`config.mk`:
```
export PLATFORM = sky130hd
export DESIGN_NAME = peer_table_oldest_replace_core_flat
export DESIGN_NICKNAME = d
export VERILOG_FILES = /design/src/rtl/pto_pkg.sv /design/src/rtl/pto_if.sv /design/src/rtl/peer_table_oldest_replace_core.sv /design/src/rtl/pto_front.sv /design/src/rtl/pto_back.sv /design/src/flat_wrapper.sv
export SDC_FILE = /design/constraint.sdc
export NUM_CORES = 2
export LEC_CHECK = 0
export ABC_AREA = 1
export BUFFER_PORTS_ARGS = -buffer_cell sky130_fd_sc_hd__buf_2
export CAP_MARGIN = 40
export CORE_MARGIN = 10
export CORE_UTILIZATION = 58
export CTS_BUF_LIST = sky130_fd_sc_hd__clkbuf_4
export CTS_CLUSTER_SIZE = 40
export DETAILED_ROUTE_END_ITERATION = 8
export HOLD_SLACK_MARGIN = 0.12
export PLACE_DENSITY = 0.79
export RECOVER_POWER = 100
export SLEW_MARGIN = 15
export SYNTH_ARGS = -nofsm -noshare
export SYNTH_HDL_FRONTEND = slang
export SYNTH_SLANG_ARGS = --single-unit
```
`constraint.sdc`:
```
create_clock -name clk -period 7.8 [get_ports clk]
set_clock_uncertainty 0.05 [all_clocks]
set_input_delay 1.56 -clock clk [delete_from_list [all_inputs] [get_ports clk]]
set_output_delay 1.56 -clock clk [all_outputs]
set_load 0.005 [all_outputs]
```
`src/rtl/pto_pkg.sv`:
```
// ---------------------------------------------------------------------------
// pto_pkg
// Shared types, codes and constants of the peer table block.
// ---------------------------------------------------------------------------
package pto_pkg;

    localparam int PEER_SLOTS_DEF = 8;
    localparam int MAX_RESULTS    = 8;
    localparam int RES_CNT_W      = $clog2(MAX_RESULTS + 1);
    localparam int SLOT_W         = 3;
    localparam int MAC_W          = 48;
    localparam int WORD_W         = 32;
    localparam int CFG_IDX_W      = 1;
    localparam int QUEUE_DEPTH    = 2;
    localparam int QPTR_W         = $clog2(QUEUE_DEPTH);
    localparam int QCNT_W         = $clog2(QUEUE_DEPTH + 1);

    localparam logic [WORD_W-1:0] STALE_WIN_RST = 32'd3000;

    typedef enum logic
    {
        OP_UPDATE = 1'b0,
        OP_LIST   = 1'b1
    } op_e;

    typedef enum logic [CFG_IDX_W-1:0]
    {
        CFG_SELF_IP   = 1'b0,
        CFG_STALE_WIN = 1'b1
    } cfg_idx_e;

    typedef struct packed
    {
        op_e                       op;
        logic [WORD_W-1:0]         now_ms;
        logic [MAC_W-1:0]          mac;
        logic [WORD_W-1:0]         ip;
        logic                      leader;
        logic signed [WORD_W-1:0]  group;
    } cmd_t;

    typedef struct packed
    {
        logic [MAC_W-1:0]          mac;
        logic [WORD_W-1:0]         ip;
        logic [WORD_W-1:0]         seen;
        logic                      leader;
        logic signed [WORD_W-1:0]  group;
    } entry_t;

    typedef struct packed
    {
        logic                      found;
        logic [SLOT_W-1:0]         slot;
        logic [MAC_W-1:0]          mac;
        logic [WORD_W-1:0]         ip;
        logic                      leader;
        logic signed [WORD_W-1:0]  group;
        logic [WORD_W-1:0]         age;
        logic                      last;
    } rec_t;

endpackage

```
`src/rtl/pto_if.sv`:
```
// ---------------------------------------------------------------------------
// pto channel interfaces
// Command, response and configuration channels (valid/ready).
// ---------------------------------------------------------------------------
interface pto_cmd_if;
    import pto_pkg::*;

    logic                      valid;
    logic                      ready;
    logic                      opcode;
    logic [WORD_W-1:0]         now_ms;
    logic [MAC_W-1:0]          peer_mac;
    logic [WORD_W-1:0]         peer_ip;
    logic                      leader_flag;
    logic signed [WORD_W-1:0]  group_num;

    modport source (output valid, opcode, now_ms, peer_mac, peer_ip, leader_flag,
                    group_num, input ready);
    modport sink   (input valid, opcode, now_ms, peer_mac, peer_ip, leader_flag,
                    group_num, output ready);
endinterface

interface pto_rsp_if;
    import pto_pkg::*;

    logic                      valid;
    logic                      ready;
    logic                      found;
    logic [SLOT_W-1:0]         slot;
    logic [MAC_W-1:0]          out_mac;
    logic [WORD_W-1:0]         out_ip;
    logic                      out_leader;
    logic signed [WORD_W-1:0]  out_group;
    logic [WORD_W-1:0]         age_ms;
    logic                      last_of_run;

    modport source (output valid, found, slot, out_mac, out_ip, out_leader, out_group,
                    age_ms, last_of_run, input ready);
    modport sink   (input valid, found, slot, out_mac, out_ip, out_leader, out_group,
                    age_ms, last_of_run, output ready);
endinterface

interface pto_cfg_if;
    import pto_pkg::*;

    logic                  valid;
    logic                  ready;
    logic [CFG_IDX_W-1:0]  index;
    logic [WORD_W-1:0]     data;

    modport source (output valid, index, data, input ready);
    modport sink   (input valid, index, data, output ready);
endinterface

```
`src/rtl/peer_table_oldest_replace_core.sv`:
```
// ---------------------------------------------------------------------------
// peer_table_oldest_replace_core
// Peer table with matching update, oldest-entry replacement and aged listing.
// ---------------------------------------------------------------------------
// An update or list command is picked from the two-beat command queue; the
// engine then makes one memory read per slot on the single table read port,
// checks the last slot read, and writes the entry or sends the closing
// response beat; an update that hits a stored MAC or IP ends its scan at that
// slot. A list response holds the scan while its output register waits on
// rsp.ready. The command queue keeps taking beats while the engine works,
// until it holds two. Configuration writes are taken every cycle.
module peer_table_oldest_replace_core
#(
    parameter int PEER_SLOTS = pto_pkg::PEER_SLOTS_DEF
)
(
    input  logic        clk,
    input  logic        rst_n,
    pto_cmd_if.sink     cmd,
    pto_rsp_if.source   rsp,
    pto_cfg_if.sink     cfg
);
    import pto_pkg::*;

    logic [WORD_W-1:0]  self_ip_reg, self_ip_next;
    logic [WORD_W-1:0]  stale_win_reg, stale_win_next;
    logic               q_valid;
    cmd_t               q_cmd;
    logic               q_pop;

    assign cfg.ready = 1'b1;

    always_comb
    begin
        self_ip_next   = self_ip_reg;
        stale_win_next = stale_win_reg;
        if (cfg.valid)
        begin
            case (cfg_idx_e'(cfg.index))
                CFG_SELF_IP:   self_ip_next   = cfg.data;
                CFG_STALE_WIN: stale_win_next = cfg.data;
                default:
                begin
                end
            endcase
        end
    end

    always_ff @(posedge clk or negedge rst_n)
    begin
        if (!rst_n)
        begin
            self_ip_reg   <= '0;
            stale_win_reg <= STALE_WIN_RST;
        end
        else
        begin
            self_ip_reg   <= self_ip_next;
            stale_win_reg <= stale_win_next;
        end
    end

    pto_front u_front
    (
        .clk     (clk),
        .rst_n   (rst_n),
        .cmd     (cmd),
        .q_valid (q_valid),
        .q_cmd   (q_cmd),
        .q_pop   (q_pop)
    );

    pto_back
    #(
        .PEER_SLOTS (PEER_SLOTS)
    )
    u_back
    (
        .clk       (clk),
        .rst_n     (rst_n),
        .q_valid   (q_valid),
        .q_cmd     (q_cmd),
        .q_pop     (q_pop),
        .self_ip   (self_ip_reg),
        .stale_win (stale_win_reg),
        .rsp       (rsp)
    );

endmodule

```
`src/rtl/pto_front.sv`:
```
// ---------------------------------------------------------------------------
// pto_front
// Accepts command beats, classifies them and queues them for the engine.
// ---------------------------------------------------------------------------
module pto_front
(
    input  logic           clk,
    input  logic           rst_n,
    pto_cmd_if.sink        cmd,
    output logic           q_valid,
    output pto_pkg::cmd_t  q_cmd,
    input  logic           q_pop
);
    import pto_pkg::*;

    cmd_t               queue_mem [QUEUE_DEPTH];
    logic [QPTR_W-1:0]  wr_ptr_reg, wr_ptr_next;
    logic [QPTR_W-1:0]  rd_ptr_reg, rd_ptr_next;
    logic [QCNT_W-1:0]  cnt_reg, cnt_next;
    logic               push;
    logic               pop;
    cmd_t               in_cmd;

    assign cmd.ready = (cnt_reg != QCNT_W'(QUEUE_DEPTH));
    assign push      = cmd.valid && cmd.ready;
    assign q_valid   = (cnt_reg != '0);
    assign pop       = q_pop && q_valid;
    assign q_cmd     = queue_mem[rd_ptr_reg];

    always_comb
    begin
        in_cmd.op     = (cmd.opcode == 1'b1) ? OP_LIST : OP_UPDATE;
        in_cmd.now_ms = cmd.now_ms;
        in_cmd.mac    = cmd.peer_mac;
        in_cmd.ip     = cmd.peer_ip;
        in_cmd.leader = cmd.leader_flag;
        in_cmd.group  = cmd.group_num;
    end

    always_comb
    begin
        wr_ptr_next = push ? wr_ptr_reg + 1'b1 : wr_ptr_reg;
        rd_ptr_next = pop ? rd_ptr_reg + 1'b1 : rd_ptr_reg;
        cnt_next    = cnt_reg;
        if (push && !pop)
        begin
            cnt_next = cnt_reg + 1'b1;
        end
        else if (pop && !push)
        begin
            cnt_next = cnt_reg - 1'b1;
        end
    end

    always_ff @(posedge clk)
    begin
        if (push)
        begin
            queue_mem[wr_ptr_reg] <= in_cmd;
        end
    end

    always_ff @(posedge clk or negedge rst_n)
    begin
        if (!rst_n)
        begin
            wr_ptr_reg <= '0;
            rd_ptr_reg <= '0;
            cnt_reg    <= '0;
        end
        else
        begin
            wr_ptr_reg <= wr_ptr_next;
            rd_ptr_reg <= rd_ptr_next;
            cnt_reg    <= cnt_next;
        end
    end

endmodule

```
`src/rtl/pto_back.sv`:
```
// ---------------------------------------------------------------------------
// pto_back
// Table engine: scans the peer memory one entry per cycle barring a stall,
// replaces on update, streams qualifying list entries via an output register.
// ---------------------------------------------------------------------------
module pto_back
#(
    parameter int PEER_SLOTS = pto_pkg::PEER_SLOTS_DEF
)
(
    input  logic                        clk,
    input  logic                        rst_n,
    input  logic                        q_valid,
    input  pto_pkg::cmd_t               q_cmd,
    output logic                        q_pop,
    input  logic [pto_pkg::WORD_W-1:0]  self_ip,
    input  logic [pto_pkg::WORD_W-1:0]  stale_win,
    pto_rsp_if.source                   rsp
);
    import pto_pkg::*;

    localparam int IDX_W = $clog2(PEER_SLOTS);
    localparam int CNT_W = $clog2(PEER_SLOTS + 1);

    typedef enum logic [3:0]
    {
        S_IDLE  = 4'b0001,
        S_SCAN  = 4'b0010,
        S_WRITE = 4'b0100,
        S_FLUSH = 4'b1000
    } state_e;

    entry_t                 entry_mem [PEER_SLOTS];
    logic [PEER_SLOTS-1:0]  vld_reg;

    state_e                 state_reg, state_next;
    cmd_t                   cmd_reg, cmd_next;
    logic [CNT_W-1:0]       rd_idx_reg, rd_idx_next;
    logic                   ev_valid_reg, ev_valid_next;
    logic [IDX_W-1:0]       ev_idx_reg, ev_idx_next;
    entry_t                 rd_ent_reg;
    logic                   rd_vld_reg;
    logic [WORD_W-1:0]      min_seen_reg, min_seen_next;
    logic [IDX_W-1:0]       pick_reg, pick_next;
    logic                   pend_valid_reg, pend_valid_next;
    rec_t                   pend_reg, pend_next;
    logic [RES_CNT_W-1:0]   cnt_reg, cnt_next;
    logic                   rsp_valid_reg, rsp_valid_next;
    rec_t                   rsp_rec_reg, rsp_rec_next;

    entry_t                 ev_ent;
    entry_t                 wr_ent;
    rec_t                   new_rec;
    rec_t                   emit_rec;
    logic [WORD_W-1:0]      age;
    logic                   is_list;
    logic                   hit;
    logic                   qual;
    logic                   ev_last;
    logic                   emit_ok;
    logic                   emit;
    logic                   stall;
    logic                   adv;
    logic                   rd_more;
    logic                   rd_en;
    logic                   mem_we;

    assign ev_ent   = rd_vld_reg ? rd_ent_reg : '0;
    assign age      = cmd_reg.now_ms - ev_ent.seen;
    assign is_list  = (cmd_reg.op == OP_LIST);
    assign hit      = (ev_ent.mac == cmd_reg.mac) || (ev_ent.ip == cmd_reg.ip);
    assign qual     = (age <= stale_win)
                      && !((self_ip != '0) && (ev_ent.ip == self_ip))
                      && (cnt_reg < RES_CNT_W'(MAX_RESULTS));
    assign ev_last  = (ev_idx_reg == IDX_W'(PEER_SLOTS - 1));
    assign emit_ok  = !rsp_valid_reg || rsp.ready;
    assign stall    = ev_valid_reg && is_list && qual && pend_valid_reg && !emit_ok;
    assign adv      = (state_reg == S_SCAN) && !stall;
    assign rd_more  = (rd_idx_reg < CNT_W'(PEER_SLOTS));
    assign rd_en    = adv && rd_more;

    always_comb
    begin
        wr_ent.mac    = cmd_reg.mac;
        wr_ent.ip     = cmd_reg.ip;
        wr_ent.seen   = cmd_reg.now_ms;
        wr_ent.leader = cmd_reg.leader;
        wr_ent.group  = cmd_reg.group;

        new_rec.found  = 1'b1;
        new_rec.slot   = SLOT_W'(ev_idx_reg);
        new_rec.mac    = ev_ent.mac;
        new_rec.ip     = ev_ent.ip;
        new_rec.leader = ev_ent.leader;
        new_rec.group  = ev_ent.group;
        new_rec.age    = age;
        new_rec.last   = 1'b0;
    end

    always_comb
    begin
        state_next      = state_reg;
        cmd_next        = cmd_reg;
        rd_idx_next     = rd_idx_reg;
        ev_valid_next   = ev_valid_reg;
        ev_idx_next     = ev_idx_reg;
        min_seen_next   = min_seen_reg;
        pick_next       = pick_reg;
        pend_valid_next = pend_valid_reg;
        pend_next       = pend_reg;
        cnt_next        = cnt_reg;
        q_pop           = 1'b0;
        emit            = 1'b0;
        emit_rec        = pend_reg;
        mem_we          = 1'b0;

        case (state_reg)
            S_IDLE:
            begin
                if (q_valid)
                begin
                    q_pop           = 1'b1;
                    cmd_next        = q_cmd;
                    rd_idx_next     = '0;
                    ev_valid_next   = 1'b0;
                    pend_valid_next = 1'b0;
                    cnt_next        = '0;
                    pick_next       = '0;
                    state_next      = S_SCAN;
                end
            end
            S_SCAN:
            begin
                if (adv)
                begin
                    ev_valid_next = rd_more;
                    if (rd_more)
                    begin
                        ev_idx_next = rd_idx_reg[IDX_W-1:0];
                        rd_idx_next = rd_idx_reg + 1'b1;
                    end
                    if (ev_valid_reg)
                    begin
                        if (!is_list)
                        begin
                            if (hit)
                            begin
                                pick_next  = ev_idx_reg;
                                state_next = S_WRITE;
                            end
                            else
                            begin
                                if ((ev_idx_reg == '0) || (ev_ent.seen < min_seen_reg))
                                begin
                                    min_seen_next = ev_ent.seen;
                                    pick_next     = ev_idx_reg;
                                end
                                if (ev_last)
                                begin
                                    state_next = S_WRITE;
                                end
                            end
                        end
                        else
                        begin
                            if (qual)
                            begin
                                // previous record is known not to be the last one
                                emit            = pend_valid_reg;
                                pend_next       = new_rec;
                                pend_valid_next = 1'b1;
                                cnt_next        = cnt_reg + 1'b1;
                            end
                            if (ev_last)
                            begin
                                state_next = S_FLUSH;
                            end
                        end
                    end
                end
            end
            S_WRITE:
            begin
                mem_we     = 1'b1;
                state_next = S_IDLE;
            end
            S_FLUSH:
            begin
                if (emit_ok)
                begin
                    emit = 1'b1;
                    if (pend_valid_reg)
                    begin
                        emit_rec      = pend_reg;
                        emit_rec.last = 1'b1;
                    end
                    else
                    begin
                        emit_rec      = '0;
                        emit_rec.last = 1'b1;
                    end
                    state_next = S_IDLE;
                end
            end
            default:
            begin
                state_next = S_IDLE;
            end
        endcase
    end

    always_comb
    begin
        rsp_valid_next = rsp_valid_reg;
        rsp_rec_next   = rsp_rec_reg;
        if (emit)
        begin
            rsp_valid_next = 1'b1;
            rsp_rec_next   = emit_rec;
        end
        else if (rsp.ready)
        begin
            rsp_valid_next = 1'b0;
        end
    end

    // peer memory: one write port, one registered read port
    always_ff @(posedge clk)
    begin
        if (mem_we)
        begin
            entry_mem[pick_reg] <= wr_ent;
        end
        if (rd_en)
        begin
            rd_ent_reg <= entry_mem[rd_idx_reg[IDX_W-1:0]];
            rd_vld_reg <= vld_reg[rd_idx_reg[IDX_W-1:0]];
        end
    end

    always_ff @(posedge clk)
    begin
        cmd_reg      <= cmd_next;
        ev_idx_reg   <= ev_idx_next;
        min_seen_reg <= min_seen_next;
        pick_reg     <= pick_next;
        pend_reg     <= pend_next;
        rsp_rec_reg  <= rsp_rec_next;
    end

    always_ff @(posedge clk or negedge rst_n)
    begin
        if (!rst_n)
        begin
            state_reg      <= S_IDLE;
            vld_reg        <= '0;
            rd_idx_reg     <= '0;
            ev_valid_reg   <= 1'b0;
            pend_valid_reg <= 1'b0;
            cnt_reg        <= '0;
            rsp_valid_reg  <= 1'b0;
        end
        else
        begin
            state_reg      <= state_next;
            rd_idx_reg     <= rd_idx_next;
            ev_valid_reg   <= ev_valid_next;
            pend_valid_reg <= pend_valid_next;
            cnt_reg        <= cnt_next;
            rsp_valid_reg  <= rsp_valid_next;
            if (mem_we)
            begin
                vld_reg[pick_reg] <= 1'b1;
            end
        end
    end

    assign rsp.valid       = rsp_valid_reg;
    assign rsp.found       = rsp_rec_reg.found;
    assign rsp.slot        = rsp_rec_reg.slot;
    assign rsp.out_mac     = rsp_rec_reg.mac;
    assign rsp.out_ip      = rsp_rec_reg.ip;
    assign rsp.out_leader  = rsp_rec_reg.leader;
    assign rsp.out_group   = rsp_rec_reg.group;
    assign rsp.age_ms      = rsp_rec_reg.age;
    assign rsp.last_of_run = rsp_rec_reg.last;

endmodule

```
`src/flat_wrapper.sv`:
```
// flat-port wrapper written by rule: the top's interface ports become plain ports
module peer_table_oldest_replace_core_flat import pto_pkg::*;
#(
    parameter int PEER_SLOTS = pto_pkg::PEER_SLOTS_DEF
)
  (clk, rst_n, cmd_valid, cmd_opcode, cmd_now_ms, cmd_peer_mac, cmd_peer_ip, cmd_leader_flag, cmd_group_num, cmd_ready, rsp_valid, rsp_found, rsp_slot, rsp_out_mac, rsp_out_ip, rsp_out_leader, rsp_out_group, rsp_age_ms, rsp_last_of_run, rsp_ready, cfg_valid, cfg_index, cfg_data, cfg_ready);
  pto_cmd_if cmd_i ();
  pto_rsp_if rsp_i ();
  pto_cfg_if cfg_i ();
  input  logic clk;
  input  logic rst_n;
  input wire logic [$bits(cmd_i.valid)-1:0] cmd_valid;
  input wire logic [$bits(cmd_i.opcode)-1:0] cmd_opcode;
  input wire logic [$bits(cmd_i.now_ms)-1:0] cmd_now_ms;
  input wire logic [$bits(cmd_i.peer_mac)-1:0] cmd_peer_mac;
  input wire logic [$bits(cmd_i.peer_ip)-1:0] cmd_peer_ip;
  input wire logic [$bits(cmd_i.leader_flag)-1:0] cmd_leader_flag;
  input wire logic [$bits(cmd_i.group_num)-1:0] cmd_group_num;
  output wire logic [$bits(cmd_i.ready)-1:0] cmd_ready;
  output wire logic [$bits(rsp_i.valid)-1:0] rsp_valid;
  output wire logic [$bits(rsp_i.found)-1:0] rsp_found;
  output wire logic [$bits(rsp_i.slot)-1:0] rsp_slot;
  output wire logic [$bits(rsp_i.out_mac)-1:0] rsp_out_mac;
  output wire logic [$bits(rsp_i.out_ip)-1:0] rsp_out_ip;
  output wire logic [$bits(rsp_i.out_leader)-1:0] rsp_out_leader;
  output wire logic [$bits(rsp_i.out_group)-1:0] rsp_out_group;
  output wire logic [$bits(rsp_i.age_ms)-1:0] rsp_age_ms;
  output wire logic [$bits(rsp_i.last_of_run)-1:0] rsp_last_of_run;
  input wire logic [$bits(rsp_i.ready)-1:0] rsp_ready;
  input wire logic [$bits(cfg_i.valid)-1:0] cfg_valid;
  input wire logic [$bits(cfg_i.index)-1:0] cfg_index;
  input wire logic [$bits(cfg_i.data)-1:0] cfg_data;
  output wire logic [$bits(cfg_i.ready)-1:0] cfg_ready;
  assign cmd_i.valid = cmd_valid;
  assign cmd_i.opcode = cmd_opcode;
  assign cmd_i.now_ms = cmd_now_ms;
  assign cmd_i.peer_mac = cmd_peer_mac;
  assign cmd_i.peer_ip = cmd_peer_ip;
  assign cmd_i.leader_flag = cmd_leader_flag;
  assign cmd_i.group_num = cmd_group_num;
  assign cmd_ready = cmd_i.ready;
  assign rsp_valid = rsp_i.valid;
  assign rsp_found = rsp_i.found;
  assign rsp_slot = rsp_i.slot;
  assign rsp_out_mac = rsp_i.out_mac;
  assign rsp_out_ip = rsp_i.out_ip;
  assign rsp_out_leader = rsp_i.out_leader;
  assign rsp_out_group = rsp_i.out_group;
  assign rsp_age_ms = rsp_i.age_ms;
  assign rsp_last_of_run = rsp_i.last_of_run;
  assign rsp_i.ready = rsp_ready;
  assign cfg_i.valid = cfg_valid;
  assign cfg_i.index = cfg_index;
  assign cfg_i.data = cfg_data;
  assign cfg_ready = cfg_i.ready;
  peer_table_oldest_replace_core #(.PEER_SLOTS(PEER_SLOTS)) u_core (.clk(clk), .rst_n(rst_n), .cmd(cmd_i), .rsp(rsp_i), .cfg(cfg_i));
endmodule
```
After elaboration in Yosys (flattened, before gate mapping) --
Memories as Yosys holds them, arrays and structs flattened. A register that Yosys moved wholly into a read port is not among the register bits. Cells that the tools add are included.
Storage, ports and cells: memories 2, register bits after elaboration 428, input bits 184, word-level logic and storage cells 170, memory bits (writable) 1452, output and inout port bits 153
Memories:
- u_core.u_back.entry_mem | depth 8, bits a word 145, rd ports 1, clocked after Yosys merged registers in 1, wr ports 1, line pto_back.sv:33 | entry_t entry_mem [PEER_SLOTS];
- u_core.u_front.queue_mem | depth 2, bits a word 146, rd ports 1, clocked after Yosys merged registers in 1, wr ports 1, line pto_front.sv:16 | cmd_t queue_mem [QUEUE_DEPTH];
Cells by class: $lt $le $gt $ge 7, bitwise gates (word level) 4, add/subtract/negate cells 7, equality and inequality tests 20, reductions and logical operators 41, multiplexer cells 59
Operators by type and width (count):
- two-way mux 149 bit | 2
- two-way mux 150 bit | 1
- two-way mux 145 bit | 1
- equality test 32 bit | 2
- two-way mux 4 bit | 15
- equality test 48 bit | 1
- <= comparator 32 bit | 1
- < comparator 32 bit | 1
- nonzero test 32 bit | 1
- subtractor 32 bit | 1
- AND reduction 6 bit | 4
- two-way mux 1 bit | 23
- two-way mux 3 bit | 6
- != test 2 bit, second input constant | 8
- one-hot mux 4 bit (2 select lines) | 2
- logical AND 1 bit | 14
- one-hot mux 4 bit (3 select lines) | 1
- adder 4 x 1 -> 4 bit, second input constant | 2
- < comparator 3 x 4 -> 1 bit, second input constant | 2
- < comparator 4 bit, second input constant | 2
- OR 8 bit | 1
- AND reduction 2 bit | 4
- nonzero test 2 bit | 4
- logical NOT 1 bit | 6
- 23 further kinds | 33

Longest topological paths before layout --
word-level depth 14, depth in mapped cells 34, gate-level depth less buffers 30

Hierarchy --
Synthesis repeated with hierarchy kept, for this count alone.
Second synthesis, totals: cells, all modules 6685, area total of the unflattened synthesis 85403.2 µm²
Modules (own cells, without submodules):
- pto_back | instances 1, cells each 5613, seq. area each 54268.3 µm², area an instance 71966.5 µm²
- pto_front | instances 1, cells each 791, seq. area each 8868.5 µm², area an instance 10801.6 µm²
- peer_table_oldest_replace_core | instances 1, cells each 281, seq. area each 1610.3 µm², area an instance 2635.0 µm²

Worst setup path before layout --
No wires, ideal clock.
path kind input -> register, start input cmd_valid, end memory u_core.u_front.queue_mem[1][0] (netlist name) (enable), stages 2, required time 7.096 ns, buffers on the path 0, path slack -0.634 ns, arrival 7.730 ns, library setup time 0.654 ns, cell sequence nand2_1 -> nor2_1
On the way: cells in the longest elaborated chain, start to end 3
RTL lines:
- from (decl) | line flat_wrapper.sv:12 | input wire logic [$bits(cmd_i.valid)-1:0] cmd_valid;
- logical AND 1 bit | line pto_front.sv:25 | assign push = cmd.valid && cmd.ready;
- two-way mux 1 bit | line pto_front.sv:57 | if (push)
- two-way mux 1 bit (implied by the code) | line pto_front.sv:59 | queue_mem[wr_ptr_reg] <= in_cmd;
- to (decl) | line pto_front.sv:16
No other way between the ends.

Worst setup path in the final report --
start register u_core.u_back.state_reg[1], end memory u_core.u_back.entry_mem[5][38] (netlist name) (enable)
On the way: cells in the longest elaborated chain, start to end 4
RTL lines:
- from (decl) | line pto_back.sv:36 | state_e state_reg, state_next;
- from (signal assigned) | line pto_back.sv:265 | state_reg <= state_next;
- equality test 4 x 3 -> 1 bit | line pto_back.sv:117 | case (state_reg)
- two-way mux 1 bit | line pto_back.sv:117
- two-way mux 1 bit | line pto_back.sv:230 | if (mem_we)
- two-way mux 1 bit (implied by the code) | line pto_back.sv:232 | entry_mem[pick_reg] <= wr_ent;
- to (decl) | line pto_back.sv:33
No other way between the ends.

==> reports/metrics.cfg <==
[outcome]
outcome = finished with violations
failed_checks = capacitance limit, slew limit

[pwr]
design_power_total_w = 0.03320
power_density_nw_per_um2 = 349.7
max-vdd-ir-drop_mv = 0.2088
power_leakage_nw = 35.70

[sta]
timing.setup.tns_ns = 0
timing.final.max_slew_violations = 2962
rsz0062_at_grt = false
timing.final.crit_period_ns = 6.774
worstMarginPinSlew_ns = 5.034
relSlewSlack_pct = -235.6
timing.fmax_ghz = 0.1476
timing_hold_violations_final = 0
timing.final.setup_violations = 0
final.period_utilization_pct = 86.85

[worst_setup_path]
path_class = flip-flop to flip-flop
cell_at_the_slowest_stage_of_the_critical_path = sky130_fd_sc_hd__clkbuf_2
timing.critical_path.mode_cell = sky130_fd_sc_hd__nor2_1
cp-start-kind = flip-flop
cp_cell_sequence = nor2_1 > inv_1 > nor2_1 > nand2_1 > nor2_1 > clkbuf_2
cp_max_fo = 130
crit_required_ns = 8.50
timing.critical_path.arrival_ns = 7.48
cp-end-kind = flip-flop
critPathMaxStageDelay_ns = 3.66

[final_layout]
area_growth_pct = 11.56
drive_gt1_share_pct = 13.22
layout.cells.most_common_list = 2080 x sky130_fd_sc_hd__edfxtp_1, 1309 x sky130_fd_sc_hd__nor2_1, 948 x sky130_fd_sc_hd__nand2_1, 766 x sky130_fd_sc_hd__clkbuf_4, 680 x sky130_fd_sc_hd__o21ai_0
leading_cell_type_in_the_layout_fill_and_taps_excluded = sky130_fd_sc_hd__edfxtp_1
total_nets_final = 7591
finish.utilization_pct = 65.15
layout.cells.non_filler = 9603
fillCellCount = 10480
largest_reg_flops = 1160

[synth]
synth_area_per_cell_sq_um = 12.82
seq_area_frac_synth_pct = 76.08
syn_inst = 6637
ys_async_sr_fraction_pct = 4.192
synth-edff-count = 2080
yosys.cell_types.count = 44
ys_ff_latch = 2171
post_synthesis_net_count = 6919
synthesis.area_sq_um = 85100
synth_warnings = 0
dominantRegCellSynth = sky130_fd_sc_hd__edfxtp_1

[detailed_routing]
antenna_left = 0
via_per_inst = 5.594
finalWirelength_um = 203200
routed_wire_length_per_instance_um = 21.16
remaining_drc_errors = 0
detail_route.iter0.violations = 5866
drt_pass1_iterations = 6
num_vias = 53720

[clocking]
clk_root_buffer_cell = sky130_fd_sc_hd__clkbuf_4
worst_setup_hold_path_clk_slew_ns = 0.07
setup_bufs_post_cts = 0
worst_skew_pair.late_latency_ns = 1.35
cts_tree = yes
clock_tree.htree_level_count = 6
clock_tree.buffer_depth = 4
clock-sinks = 2171
cts_made_buffers = 549

[grt]
grt_antenna_before_repair = 12
grt_start_max_net_pins = 230
grt_util_all_layers_pct = 24.45
number_of_global_route_vias_before_repair = 54280
global_route_wire_length_before_repair_um = 306800
overflow_left_after_global_routing = 0

[hold_path]
hold_class = input port to flip-flop

[die]
fp.dieArea_sq_um = 162400
floorplan.io_pins = 337
vertical_die_dimension_um = 403.1
die_w_um = 403.1
rows = 140
core_area_sq_um = 145700
start_util_pct = 58.39

[placement]
detailedPlacementHpwl_um = 118800
numPortBuffers = 335
finalWeightedCongestion = 0.8963
placed_cells_incl_taps = 8667

[job]
maximum_capacitance_violations = 62

## kinds of logic after synthesis
logic type | Yosys count | share of synthesized area, %
AO/OA/AOI/OAI | 1074 | 6.828
XOR/XNOR | 108 | 1.111
adder cells (fa/ha/maj) | 98 | 1.450
buffers and inverters | 822 | 3.786
flip-flops | 2171 | 76.08
other | 1 | 0.004406
AND/OR/NAND/NOR | 2363 | 10.74
## final timing paths
check,startpoint,endpoint,slack [ns],cells past startpoint
max,u_core.u_back.state_reg[1],u_core.u_back.entry_mem[5][38],1.03,6
min,cmd_group_num[26],u_core.u_front.queue_mem[0][26],0.36,1
max reg2reg,u_core.u_back.state_reg[1],u_core.u_back.entry_mem[5][38],1.03,6
min reg2reg,u_core.u_back.vld_reg[3],u_core.u_back.vld_reg[3],0.42,1
max in group asynchronous,rst_n,u_core.u_back.rd_idx_reg[0],2.10,3
min in group asynchronous,rst_n,u_core.stale_win_reg[22],1.45,2
## cells in the mapped netlist (8+ instances only)
master | instances | area share (%)
sky130_fd_sc_hd__inv_1 | 506 | 2.2
sky130_fd_sc_hd__nand3_1 | 48 | 0.28
sky130_fd_sc_hd__a31oi_1 | 147 | 1.1
sky130_fd_sc_hd__nor3_1 | 8 | 0.047
sky130_fd_sc_hd__xnor2_1 | 41 | 0.42
sky130_fd_sc_hd__nand2_2 | 25 | 0.18
sky130_fd_sc_hd__o22ai_1 | 145 | 1.1
sky130_fd_sc_hd__dfstp_2 | 8 | 0.25
sky130_fd_sc_hd__o21ai_0 | 675 | 4.0
sky130_fd_sc_hd__o21ai_1 | 8 | 0.047
sky130_fd_sc_hd__xor2_1 | 67 | 0.69
sky130_fd_sc_hd__edfxtp_1 | 2080 | 73
sky130_fd_sc_hd__nand2_1 | 931 | 4.1
sky130_fd_sc_hd__inv_2 | 10 | 0.044
sky130_fd_sc_hd__nor2_1 | 1310 | 5.8
sky130_fd_sc_hd__buf_6 | 10 | 0.13
sky130_fd_sc_hd__buf_1 | 26 | 0.11
sky130_fd_sc_hd__nand4_1 | 17 | 0.12
sky130_fd_sc_hd__ha_1 | 97 | 1.4
sky130_fd_sc_hd__o21a_1 | 10 | 0.088
sky130_fd_sc_hd__dfrtp_1 | 83 | 2.4
sky130_fd_sc_hd__or2_2 | 15 | 0.11
sky130_fd_sc_hd__a21oi_1 | 76 | 0.45
sky130_fd_sc_hd__clkbuf_1 | 222 | 0.98
sky130_fd_sc_hd__buf_2 | 46 | 0.27
## per-stage QoR
stage / setup WS, ns / area (sq um) / hold slack (ns)
final: 1.026 / 94940 / 0.3635
after global routing: 0.7398 / 94930 / 0.2531
after CTS: 1.869 / 95630 / 0.2462
after detailed placement: 1.892 / 89030 / 0.4014
after global placement: 2.066 / 88710 / 0.3922
after floorplan: 0.02531 / 85110 / 0.3774
## critical path, delay by kind of cell, from the launching register on
family                 cells  cell delay, ns
DFF                        1            0.39
buffers and inverters      2            3.72
and+or+nand+nor            4            1.85
## metal layers
layer  up-vias  share of wire (%)  global-route usage (%)
met2      2731                 48                   39.83
met1     25770                 39                   31.67
met4        14                3.5                   10.34
met3       453                9.1                   5.696
li1      24750                  -                       -
met5         -              0.044                       0
## power breakdown
group | leakage (nW) | switching [W] | internal [W]
sequential | 20.0 | 0.00131 | 0.0156
combinational | 11.7 | 0.00496 | 0.00213
clock | 3.97 | 0.00434 | 0.00482
## area by class of cell
type | count | area (sq um) | area share, %
antenna | 13 | 32.53 | 0.03426
clock buffer | 766 | 5751 | 6.057
clock inverter | 149 | 839.6 | 0.8843
inverter | 517 | 1976 | 2.081
multi-input combinational | 3644 | 17080 | 17.99
sequential | 2171 | 64750 | 68.20
tap | 1917 | 2399 | 2.526
timing repair buffer | 426 | 2118 | 2.231
## what timing repair did
action / 4_1_cts / 5_1_grt
hold buffers: 1 / 0
gates resized for setup: 0 / 0
setup endpoints to repair: 0 / 0
endpoints found under the hold margin: 38 / 0
Power figures use the tool's default switching activity.
